## src/design/rxrb_pkg.sv

```systemverilog
// ----------------------------------------------------------------------------
// rxrb_pkg
// Types and constants shared by the receive ring buffer modules.
// ----------------------------------------------------------------------------
package rxrb_pkg;

	localparam int unsigned MAX_DEPTH_DEF = 64;
	localparam int unsigned LEN_W         = 7;
	localparam int unsigned BYTE_W        = 8;
	localparam int unsigned CFG_IDX_W     = 2;

	localparam logic [LEN_W-1:0] LEN_RESET    = 7'd64;
	localparam logic [LEN_W-1:0] THR_RESET    = 7'd32;
	localparam logic [LEN_W-1:0] LEN_MIN      = 7'd2;
	localparam logic [LEN_W-1:0] RESULT_LIMIT = 7'd64;

	typedef enum logic [1:0] {
		EV_NONE      = 2'd0,
		EV_THRESHOLD = 2'd1,
		EV_OVERFLOW  = 2'd2
	} event_t;

	typedef enum logic {
		OP_PUSH = 1'b0,
		OP_READ = 1'b1
	} opcode_t;

	typedef enum logic [CFG_IDX_W-1:0] {
		CFG_LENGTH    = 2'd0,
		CFG_THRESHOLD = 2'd1,
		CFG_RX_EN     = 2'd2,
		CFG_EV_EN     = 2'd3
	} cfg_idx_t;

	typedef enum logic {
		ST_IDLE,
		ST_READ
	} state_t;

	typedef struct packed {
		opcode_t             opcode;
		logic [BYTE_W-1:0]   rx_byte;
		logic [LEN_W-1:0]    read_count;
	} in_t;

	typedef struct packed {
		event_t              event_code;
		logic [BYTE_W-1:0]   data_byte;
		logic                last_of_read;
		logic                underflow;
		logic [LEN_W-1:0]    fill_level;
	} out_t;

	// controller to datapath
	typedef struct packed {
		logic push;
		logic pop;
		logic last;
	} cmd_t;

endpackage

```

## src/design/rx_ring_buffer_with_threshold_unit.sv

```systemverilog
// ----------------------------------------------------------------------------
// rx_ring_buffer_with_threshold_unit
// Receive byte ring buffer with fill threshold and overflow events.
// ----------------------------------------------------------------------------
// Usage:
//  - Input channel (in_valid/in_ready/in_data) carries push and read items.
//    A push stores one byte and, when reception is enabled, gives one result
//    item carrying the event code and the fill level; a disabled push is
//    taken and dropped. A read item gives read_count results (capped at 64),
//    one popped byte each, the final one marked; a count of zero gives none.
//  - Output channel (out_valid/out_ready/out_data) is fed from a single
//    result register; a result appears in the cycle after its item or pop.
//  - A read run takes the item, then makes one pop per cycle while the
//    receiver does not stall; the byte store has a single read port,
//    which prefetches the entry at the next read pointer.
//  - While the receiver stalls, the result register holds and no further
//    item or pop is taken until it drains.
//  - Settings are written through cfg_wr_en/cfg_index/cfg_data while idle;
//    writing the length empties the ring but keeps the stored bytes.
//  - Reset empties the ring, loads length 64 / threshold 32, disables
//    reception and events, and clears the per-entry valid bits so the whole
//    store reads as zero at once; no clearing pass is needed.
// ----------------------------------------------------------------------------
module rx_ring_buffer_with_threshold_unit #(
	parameter int unsigned MAX_DEPTH = rxrb_pkg::MAX_DEPTH_DEF
) (
	input  logic                            clk,
	input  logic                            arst_n,
	input  logic                            in_valid,
	output logic                            in_ready,
	input  rxrb_pkg::in_t                   in_data,
	output logic                            out_valid,
	input  logic                            out_ready,
	output rxrb_pkg::out_t                  out_data,
	input  logic                            cfg_wr_en,
	input  logic [rxrb_pkg::CFG_IDX_W-1:0]  cfg_index,
	input  logic [rxrb_pkg::LEN_W-1:0]      cfg_data
);
	import rxrb_pkg::*;

	cmd_t cmd;     // push / pop strobes from the controller
	logic rx_en;   // reception enable, held in the datapath settings

	rxrb_ctrl u_ctrl (
		.clk        (clk),
		.arst_n     (arst_n),
		.in_valid   (in_valid),
		.in_ready   (in_ready),
		.opcode     (in_data.opcode),
		.read_count (in_data.read_count),
		.rx_en      (rx_en),
		.out_valid  (out_valid),
		.out_ready  (out_ready),
		.cmd        (cmd)
	);

	rxrb_dpath #(
		.MAX_DEPTH (MAX_DEPTH)
	) u_dpath (
		.clk       (clk),
		.arst_n    (arst_n),
		.cfg_wr_en (cfg_wr_en),
		.cfg_index (cfg_index),
		.cfg_data  (cfg_data),
		.cmd       (cmd),
		.rx_byte   (in_data.rx_byte),
		.rx_en     (rx_en),
		.out_data  (out_data)
	);

	// the final result of a read never carries an event
	a_read_no_event : assert property (@(posedge clk) disable iff (!arst_n)
		out_valid && out_data.last_of_read |-> out_data.event_code == EV_NONE)
		else $error("read result carries an event");

	// an underflowing pop leaves the ring empty
	a_under_empty : assert property (@(posedge clk) disable iff (!arst_n)
		out_valid && out_data.underflow |-> out_data.fill_level == '0)
		else $error("underflow with non-zero fill");

	// overflow empties the ring
	a_ovf_empty : assert property (@(posedge clk) disable iff (!arst_n)
		out_valid && out_data.event_code == EV_OVERFLOW |-> out_data.fill_level == '0)
		else $error("overflow did not empty the ring");

	// no item is taken while a pop run is in progress
	a_no_take_in_run : assert property (@(posedge clk) disable iff (!arst_n)
		cmd.pop && !cmd.last |=> !in_ready)
		else $error("item taken during a read run");

endmodule

```

## src/design/rxrb_ctrl.sv

```systemverilog
// ----------------------------------------------------------------------------
// rxrb_ctrl
// Handshake control: takes items, sequences read runs, owns output valid.
// ----------------------------------------------------------------------------
module rxrb_ctrl (
	input  logic                         clk,
	input  logic                         arst_n,
	input  logic                         in_valid,
	output logic                         in_ready,
	input  rxrb_pkg::opcode_t            opcode,
	input  logic [rxrb_pkg::LEN_W-1:0]   read_count,
	input  logic                         rx_en,
	output logic                         out_valid,
	input  logic                         out_ready,
	output rxrb_pkg::cmd_t               cmd
);
	import rxrb_pkg::*;

	state_t           state_q, state_d;
	logic [LEN_W-1:0] cnt_q, cnt_d;
	logic             out_valid_q, out_valid_d;
	logic             slot_free;

	always_ff @(posedge clk or negedge arst_n) begin
		if (!arst_n) begin
			state_q     <= ST_IDLE;
			cnt_q       <= '0;
			out_valid_q <= 1'b0;
		end else begin
			state_q     <= state_d;
			cnt_q       <= cnt_d;
			out_valid_q <= out_valid_d;
		end
	end

	always_comb begin
		slot_free = !out_valid_q || out_ready;
		state_d   = state_q;
		cnt_d     = cnt_q;
		in_ready  = 1'b0;
		cmd       = '0;
		case (state_q)
			ST_IDLE: begin
				in_ready = slot_free;
				if (in_valid && slot_free) begin
					if (opcode == OP_PUSH) begin
						cmd.push = rx_en;
					end else if (read_count != '0) begin
						state_d = ST_READ;
						cnt_d   = (read_count > RESULT_LIMIT) ? RESULT_LIMIT : read_count;
					end
				end
			end
			ST_READ: begin
				if (slot_free) begin
					cmd.pop  = 1'b1;
					cmd.last = (cnt_q == LEN_W'(1));
					cnt_d    = cnt_q - LEN_W'(1);
					if (cmd.last) begin
						state_d = ST_IDLE;
					end
				end
			end
			default: begin
				state_d = ST_IDLE;
			end
		endcase
		if (cmd.push || cmd.pop) begin
			out_valid_d = 1'b1;
		end else if (out_ready) begin
			out_valid_d = 1'b0;
		end else begin
			out_valid_d = out_valid_q;
		end
	end

	assign out_valid = out_valid_q;

endmodule

```

## src/design/rxrb_dpath.sv

```systemverilog
// ----------------------------------------------------------------------------
// rxrb_dpath
// Byte store, pointers, fill count, settings and the result register.
// ----------------------------------------------------------------------------
module rxrb_dpath #(
	parameter int unsigned MAX_DEPTH = rxrb_pkg::MAX_DEPTH_DEF
) (
	input  logic                            clk,
	input  logic                            arst_n,
	input  logic                            cfg_wr_en,
	input  logic [rxrb_pkg::CFG_IDX_W-1:0]  cfg_index,
	input  logic [rxrb_pkg::LEN_W-1:0]      cfg_data,
	input  rxrb_pkg::cmd_t                  cmd,
	input  logic [rxrb_pkg::BYTE_W-1:0]     rx_byte,
	output logic                            rx_en,
	output rxrb_pkg::out_t                  out_data
);
	import rxrb_pkg::*;

	localparam int unsigned IW  = (MAX_DEPTH > 1) ? $clog2(MAX_DEPTH) : 1;
	localparam int unsigned CW  = ((IW > LEN_W) ? IW : LEN_W) + 1;
	localparam int unsigned CAP = (MAX_DEPTH < 127) ? MAX_DEPTH : 127;
	localparam logic [LEN_W-1:0] LEN_CAP = LEN_W'(CAP);

	function automatic logic [LEN_W-1:0] clamp_len(input logic [LEN_W-1:0] n);
		logic [LEN_W-1:0] r;
		r = n;
		if (n < LEN_MIN) r = LEN_MIN;
		if (n > LEN_CAP) r = LEN_CAP;
		return r;
	endfunction

	function automatic logic [IW-1:0] advance(input logic [IW-1:0] idx,
			input logic [LEN_W-1:0] len);
		logic [CW-1:0] nx;
		nx = CW'(idx) + CW'(1);
		if (nx >= CW'(len)) return '0;
		return nx[IW-1:0];
	endfunction

	logic [LEN_W-1:0]  len_q, thr_q;
	logic              rx_en_q, ev_en_q;
	logic [IW-1:0]     wr_idx_q, wr_idx_d, rd_idx_q, rd_idx_d;
	logic [LEN_W-1:0]  fill_q, fill_d, fill_inc;
	logic              ovf, thr_hit, under, len_wr;

	logic [BYTE_W-1:0] mem [MAX_DEPTH];
	logic [MAX_DEPTH-1:0] vld_q;
	logic [BYTE_W-1:0] rd_data_q, byp_data_q, pop_data;
	logic              rd_vld_q, byp_q;

	out_t              out_q, out_d;
	event_t            ev;

	// settings
	always_ff @(posedge clk or negedge arst_n) begin
		if (!arst_n) begin
			len_q   <= clamp_len(LEN_RESET);
			thr_q   <= THR_RESET;
			rx_en_q <= 1'b0;
			ev_en_q <= 1'b0;
		end else if (cfg_wr_en) begin
			case (cfg_idx_t'(cfg_index))
				CFG_LENGTH:    len_q   <= clamp_len(cfg_data);
				CFG_THRESHOLD: thr_q   <= cfg_data;
				CFG_RX_EN:     rx_en_q <= cfg_data[0];
				CFG_EV_EN:     ev_en_q <= cfg_data[0];
				default: begin
				end
			endcase
		end
	end

	assign len_wr = cfg_wr_en && (cfg_idx_t'(cfg_index) == CFG_LENGTH);

	always_comb begin
		fill_inc = fill_q + LEN_W'(1);
		ovf      = (fill_inc >= len_q);
		thr_hit  = (fill_inc >= thr_q);
		under    = (fill_q == '0);
		wr_idx_d = wr_idx_q;
		rd_idx_d = rd_idx_q;
		fill_d   = fill_q;
		if (len_wr) begin
			wr_idx_d = '0;
			rd_idx_d = '0;
			fill_d   = '0;
		end else if (cmd.push) begin
			if (ovf) begin
				wr_idx_d = '0;
				rd_idx_d = '0;
				fill_d   = '0;
			end else begin
				wr_idx_d = advance(wr_idx_q, len_q);
				fill_d   = fill_inc;
			end
		end else if (cmd.pop) begin
			rd_idx_d = advance(rd_idx_q, len_q);
			fill_d   = under ? '0 : (fill_q - LEN_W'(1));
		end
	end

	always_ff @(posedge clk or negedge arst_n) begin
		if (!arst_n) begin
			wr_idx_q <= '0;
			rd_idx_q <= '0;
			fill_q   <= '0;
		end else begin
			wr_idx_q <= wr_idx_d;
			rd_idx_q <= rd_idx_d;
			fill_q   <= fill_d;
		end
	end

	// store; read port prefetches the entry at the next read pointer
	always_ff @(posedge clk) begin
		if (cmd.push) begin
			mem[wr_idx_q] <= rx_byte;
		end
		rd_data_q  <= mem[rd_idx_d];
		byp_data_q <= rx_byte;
	end

	// never-written entries read as zero
	always_ff @(posedge clk or negedge arst_n) begin
		if (!arst_n) begin
			vld_q    <= '0;
			rd_vld_q <= 1'b0;
			byp_q    <= 1'b0;
		end else begin
			if (cmd.push) begin
				vld_q[wr_idx_q] <= 1'b1;
			end
			rd_vld_q <= vld_q[rd_idx_d];
			byp_q    <= cmd.push && (wr_idx_q == rd_idx_d);
		end
	end

	assign pop_data = byp_q ? byp_data_q : (rd_vld_q ? rd_data_q : '0);

	always_comb begin
		if (!ev_en_q) begin
			ev = EV_NONE;
		end else if (ovf) begin
			ev = EV_OVERFLOW;
		end else if (thr_hit) begin
			ev = EV_THRESHOLD;
		end else begin
			ev = EV_NONE;
		end
		out_d = '0;
		out_d.fill_level = fill_d;
		if (cmd.push) begin
			out_d.event_code = ev;
		end else begin
			out_d.event_code   = EV_NONE;
			out_d.data_byte    = pop_data;
			out_d.last_of_read = cmd.last;
			out_d.underflow    = under;
		end
	end

	always_ff @(posedge clk) begin
		if (cmd.push || cmd.pop) begin
			out_q <= out_d;
		end
	end

	assign rx_en    = rx_en_q;
	assign out_data = out_q;

endmodule

```

## config.mk

```make
export PLATFORM = sky130hd
export DESIGN_NAME = rx_ring_buffer_with_threshold_unit
export DESIGN_NICKNAME = d
export VERILOG_FILES = /design/src/design/rxrb_pkg.sv /design/src/design/rx_ring_buffer_with_threshold_unit.sv /design/src/design/rxrb_ctrl.sv /design/src/design/rxrb_dpath.sv
export SDC_FILE = /design/constraint.sdc
export NUM_CORES = 1
export LEC_CHECK = 0
export BUFFER_PORTS_ARGS = -buffer_cell sky130_fd_sc_hd__buf_4
export CAP_MARGIN = 20
export CORE_UTILIZATION = 50
export DETAILED_ROUTE_END_ITERATION = 7
export GPL_TIMING_DRIVEN = 0
export HOLD_SLACK_MARGIN = 0.03
export PLACE_DENSITY_LB_ADDON = 0.05
export RECOVER_POWER = 25
export SYNTH_ARGS = -nofsm -noshare
export SYNTH_HDL_FRONTEND = slang
export SYNTH_SLANG_ARGS = --single-unit
```

## constraint.sdc

```tcl
create_clock -name clk -period 10.6 [get_ports clk]
set_input_delay 1.06 -clock clk [delete_from_list [all_inputs] [get_ports clk]]
set_output_delay 1.06 -clock clk [all_outputs]
set_load 0.1 [all_outputs]
```

==> impl_metrics.ini, run 1 <==
[status]
outcome = complete, but fails checks
violations = max-capacitance violations, max-slew violations

[yosys]
synth_edf_count = 531
avgSynthCellArea_um2 = 13.4
ys_async_sr_fraction_pct = 16.7
syn_inst = 2056
ys.flop_type = edfxtp_1
ys_warn_count = 0
syn_nets = 2121
ys_types = 81
synth.yosys.seq_area_share_pct = 68.9
ys_ff_latch = 657
syn-cell-area_um2 = 27600

[clock_tree]
clockBufferDepth = 3
cts_resized = 0
cts_hold_buffers = 0
root_buffer = clkbuf_16
post_cts_buffers = 0
clock_latency_ns = 0.61
cts_htree_levels = 3
cts_buffers = 69
clkSinkCount = 657
cts.clk_slew.worst_paths_ns = 0.06
cts_tree = built

[worst_setup_path]
endpoint_kind = asynchronous set/reset pin
crit_chain = clkbuf_1 > clkbuf_1
cp.arrival_ns = 5.96
critPathMaxFanout = 75
start_kind = input pin
cp_slowest_cell = clkbuf_1
r2r_setup_slack_ns = 4.68
worstPathRequired_ns = 10.29
path_buf_inv = 2
cp_slowest_stage_delay_ns = 3.11
path_common_cell = clkbuf_1
cpLargestDelayFamily = buffers and inverters
crit_type = input pin to asynchronous set/reset pin

[global_routing]
grt_usage_pct = 28.8
grt_pass1_vias = 17100
antenna_found_initial = 2
gr-total-overflow = 0
grt_max_degree = 76
grt_pass1_wl_um = 116000

[die]
die_w_um = 237
io_pins = 51
rows = 85
start_util_pct = 51.0
die_area_um2 = 56100
fp.coreArea_um2 = 54100
fp.dieH_um = 237

[timing]
skew_ns = 0.0193
fmax_ghz = 0.159
fin_tns_setup_ns = 0
fin_crit_ns = 6.28
finalSetupViolations = 0
rsz0062_at_grt = false
fin_crit_sh_pct = 59.2
finalHoldViolCount = 0
tightest_slew_ns = 4.30
slew-limit-headroom_pct = -187
report.final.slew_viol_count = 641
whs_ns = 0.464

[cells_and_area]
drive_gt1_share_pct = 14.3
syn2layout_area_growth_pct = 12.9
layout.nets = 2244
fin_util_pct = 57.5
n_antenna_cell = 0
most-common-layout-cells = edfxtp_1, nand2_1, mux2i_1
fillers = 4446
final_common_cell = edfxtp_1

[power]
p_leak_nw = 11.9
power.density_nw_per_um2 = 280
p_total_mw = 8.71
ir_worst_vdd_mv = 0.187

[worst_hold_path]
worstHoldPathType = flop to flop

[drt]
wl_um = 79800
dr.pass1.iters = 6
num_vias = 18000
drc_errors = 0
wire_per_inst_um = 27.2
viasPerCell = 6.14
drt_iter0_markers = 1797
ant_nets = 0

[flow_run]
maxCapViolCount = 10

[placed_design]
place_congestion = 0.961
io_buffers = 50
post-dp-hpwl_um = 54300
-- layout make-up --
type	count	area [um2]	share of cell area, %
plain buffers	109	526	1.69
well taps	696	871	2.80
multi-input cells	1262	7950	25.5
clock buffers	96	1940	6.23
inverters	28	105	0.337
clock inverters	31	380	1.22
repair buffers	52	357	1.14
flip-flops and latches	657	19000	61.1
-- logic make-up after synthesis --
| logic type | after synthesis | synth area share [%] |
|---|---|---|
| compound gates | 360 | 9.04 |
| simple gates | 685 | 11.6 |
| flops | 657 | 68.9 |
| buf+inv | 137 | 2.29 |
| fa+ha+maj | 35 | 1.59 |
| mux | 164 | 5.98 |
| xor+xnor | 18 | 0.571 |
-- synth_stat cells (16+ instances only) --
library cell | n | area [um2]
a31oi_1 | 22 | 138
nor2_1 | 106 | 398
a21oi_1 | 88 | 440
dfrtp_1 | 108 | 2700
nand2_1 | 304 | 1140
nand4_1 | 19 | 119
clkbuf_1 | 52 | 195
buf_2 | 36 | 180
ha_1 | 35 | 438
o21ai_0 | 58 | 290
nand3_1 | 94 | 470
inv_1 | 25 | 93.8
edfxtp_1 | 531 | 15900
or2_2 | 65 | 407
mux2i_1 | 158 | 1580
o22ai_1 | 69 | 432
dfxtp_1 | 16 | 320
-- power breakdown --
| part | internal (mW) | total [mW] | switching (mW) |
|---|---|---|---|
| Clock | 1.48 | 2.49 | 1.00 |
| Combinational | 0.943 | 3.25 | 2.31 |
| Sequential | 2.91 | 2.97 | 0.0598 |
-- per-layer routing --
layer	part of all wire [%]	wire, um	up-vias	GRT usage (%)
met5	0	0	-	0
met4	3.1	2470	0	9.03
met3	8.6	6880	139	5.92
met2	45	35600	831	42.8
met1	44	34900	9052	42.5
li1	-	-	7987	-
-- worst reg2reg max path: stages (launching register included) --
cell	delay [ns]
dfrtp_1	0.51
ha_1	0.27
nand3_1	0.13
nor2_1	0.16
xor2_1	0.37
ha_1	0.34
and3_1	0.24
and2_1	0.19
a311oi_2	0.53
o21ai_2	0.30
a31oi_2	0.52
clkbuf_1	0.63
o22ai_1	0.17
o21ai_0	0.41
o21ai_0	0.33
or4_1	0.68
-- path summary, 6_finish.rpt --
path / start / endpoint / cells after the start
worst max register to register: u_dpath.fill_q[0] / u_dpath.rd_data_q[2] / 15
worst min-delay path: u_dpath.vld_q[4] / u_dpath.vld_q[4] / 1
max in group clk: u_dpath.fill_q[0] / u_dpath.rd_data_q[2] / 15
worst max-delay path: arst_n / u_dpath.vld_q[3] / 2
worst min register to register: u_dpath.vld_q[4] / u_dpath.vld_q[4] / 1
min in group asynchronous: arst_n / u_dpath.ev_en_q / 1
-- stage by stage --
| stage | cells | setup WS, ns | instance area [um2] |
|---|---|---|---|
| CTS | 2931 | 4.74 | 31200 |
| floorplan | 2056 | 6.15 | 27600 |
| detailed placement | 2804 | 4.74 | 28900 |
| global placement | 2802 | 4.16 | 28800 |
| global route | 2931 | 3.09 | 31100 |
| finish | 2931 | 4.32 | 31100 |
-- state kept, by name, indices dropped and copies added, names as in the netlist --
name                count
u_dpath.mem           512
u_dpath.vld_q          64
u_dpath.out_data       19
u_dpath.byp_data_q      8
u_dpath.rd_data_q       8
u_ctrl.cnt_q            7
u_dpath.fill_q          7
u_dpath.len_q           7
u_dpath.thr_q           7
u_dpath.rd_idx_q        6
u_dpath.wr_idx_q        6
u_ctrl.out_valid        1
u_ctrl.state_q          1
u_dpath.byp_q           1
u_dpath.ev_en_q         1
u_dpath.rd_vld_q        1
u_dpath.rx_en           1
No activity file was read; power rests on OpenSTA's default activity.
==> inputs of run 2 (changes only) <==
Clock period 10.6 ns to 6.05 ns, I/O delays scaled along.
==> impl_metrics.ini, run 2 (synthesis gave the netlist of run 1 again) <==
[power]
ir_worst_vdd_mv = 0.328
p_leak_nw = 11.9
p_total_mw = 15.3
power.density_nw_per_um2 = 490

[worst_setup_path]
path_common_cell = o21ai_0
rr_worst_depth = 15
cp_slowest_cell = or4_1
start_kind = flop
crit_type = flop to flop
endpoint_kind = flop
critPathMaxFanout = 10
cp.arrival_ns = 6.24
cp_slowest_stage_delay_ns = 0.70
crit_chain = buf_2 > nand3_1 > or3_1 > nand2_1 > ha_1 > a21oi_1 > o22ai_2 > a2111oi_2 > nor2_1 > nand4_1 > clkbuf_1 > o22ai_1 > o21ai_0 > o21ai_0 > or4_1
worstPathRequired_ns = 6.48

[cells_and_area]
multi_input_area_um2 = 7960
fillers = 4440
seqCellArea_um2 = 19000
design_area_um2 = 31200
layout.nets = 2245
regMostFlops = u_dpath.mem
final_common_cell = edfxtp_1
largest_reg_flops = 512
most-common-layout-cells = edfxtp_1, nand2_1, mux2i_1
syn2layout_area_growth_pct = 13.0
n_antenna_cell = 0
drive_gt1_share_pct = 14.5

[drt]
ant_nets = 0
drc_errors = 0
wl_um = 79900
drt_iter0_markers = 1849
viasPerCell = 6.11
num_vias = 17900
dr.pass1.iters = 5
wire_per_inst_um = 27.3

[die]
fp.coreArea_um2 = 54100
fp.dieH_um = 237
rows = 85
die_area_um2 = 56100
start_util_pct = 51.0
die_w_um = 237
io_pins = 51

[clock_tree]
root_buffer = clkbuf_16
cts_htree_levels = 3
clock_latency_ns = 0.62
clockBufferDepth = 3
clkSinkCount = 657
cts_tree = built
cts_buffers = 69
cts.clk_slew.worst_paths_ns = 0.06

[global_routing]
grt_pass1_vias = 17100
grt_max_degree = 76
grt_pass1_wl_um = 116000
gr-total-overflow = 0
grt_usage_pct = 28.8
antenna_found_initial = 2

[timing]
fin_crit_ns = 5.81
fin_tns_setup_ns = 0
fin_crit_sh_pct = 96.0
fmax_ghz = 0.172
rsz0062_at_grt = false
tightest_slew_ns = 3.62
skew_ns = 0.0237
setup_ws_ns = 0.245
slew-limit-headroom_pct = -141
finalHoldViolCount = 0
finalSetupViolations = 0
report.final.slew_viol_count = 564

[placed_design]
postPlaceCellArea_um2 = 28900
io_buffers = 50
dp_slack_ns = 0.187
place_congestion = 0.961
post-dp-hpwl_um = 54300

[worst_hold_path]
hold_path_depth = 2
worstHoldPathType = input pin to flop

[status]
outcome = complete, but fails checks
violations = max-capacitance violations, max-slew violations

[flow_run]
maxCapViolCount = 9
## run 2: changes by cell type in the layout (fill, tap and decap cells not counted), sizes merged
cell / before / now
buf: 98 / 99
clkbuf: 159 / 158
dlygate4sd3: 0 / 1
## run 2: final timing paths
path | start | to | slack (ns)
max reg2reg | u_dpath.rd_idx_q[2] | u_dpath.rd_data_q[3] | 0.24
min in group asynchronous | arst_n | u_dpath.ev_en_q | 1.34
min reg2reg | u_dpath.vld_q[4] | u_dpath.vld_q[4] | 0.46
max | u_dpath.rd_idx_q[2] | u_dpath.rd_data_q[3] | 0.24
min | cfg_data[6] | u_dpath.len_q[0] | 0.25
max in group asynchronous | arst_n | u_dpath.vld_q[53] | 3.22
## run 2: what timing repair did
| action | in CTS | in global routing |
|---|---|---|
| gates resized for setup | 0 | 5 |
| buffers inserted | 0 | 0 |
| endpoints found under the hold margin | 35 | 0 |
| setup endpoints to repair | 0 | 4 |
| hold buffers | 1 | 0 |
## run 2: critical path, delay by kind of cell (launching register included)
family	cells	cell delay, ns
simple gates	6	2.34
compound gates	6	1.80
buf+inv	2	0.89
flops	1	0.31
fa+ha+maj	1	0.26
## run 2: layout make-up
class	count	area share, %
inverter	28	0.337
clock buffer	96	6.23
clock inverter	31	1.22
tap	696	2.79
timing repair buffer	53	1.25
sequential	657	61.0
buffer	109	1.69
multi-input combinational	1262	25.5
## run 2: per-stage QoR
step | utilization, % | cells | hold slack (ns)
2_1_floorplan | - | 2056 | 0.309
3_3_place_gp | 53.3 | 2802 | 0.450
3_5_place_dp | 53.4 | 2804 | 0.452
4_1_cts | 57.7 | 2932 | 0.219
5_1_grt | 57.6 | 2932 | 0.237
6_report | 57.6 | 2932 | 0.249
## run 2: routing by layer
| metal | vias to the layer above | part of all wire, % | track usage [%] |
|---|---|---|---|
| li1 | 7990 | - | - |
| met1 | 9067 | 44 | 42.5 |
| met2 | 715 | 45 | 42.9 |
| met3 | 133 | 7.8 | 5.92 |
| met4 | 0 | 3.1 | 9.03 |
| met5 | - | 0 | 0 |
## run 2: power breakdown
group	leakage [nW]	internal, mW	total (mW)	switching, mW
Sequential	6.40	5.10	5.21	0.105
Combinational	4.38	1.66	5.71	4.05
Clock	1.13	2.60	4.35	1.75
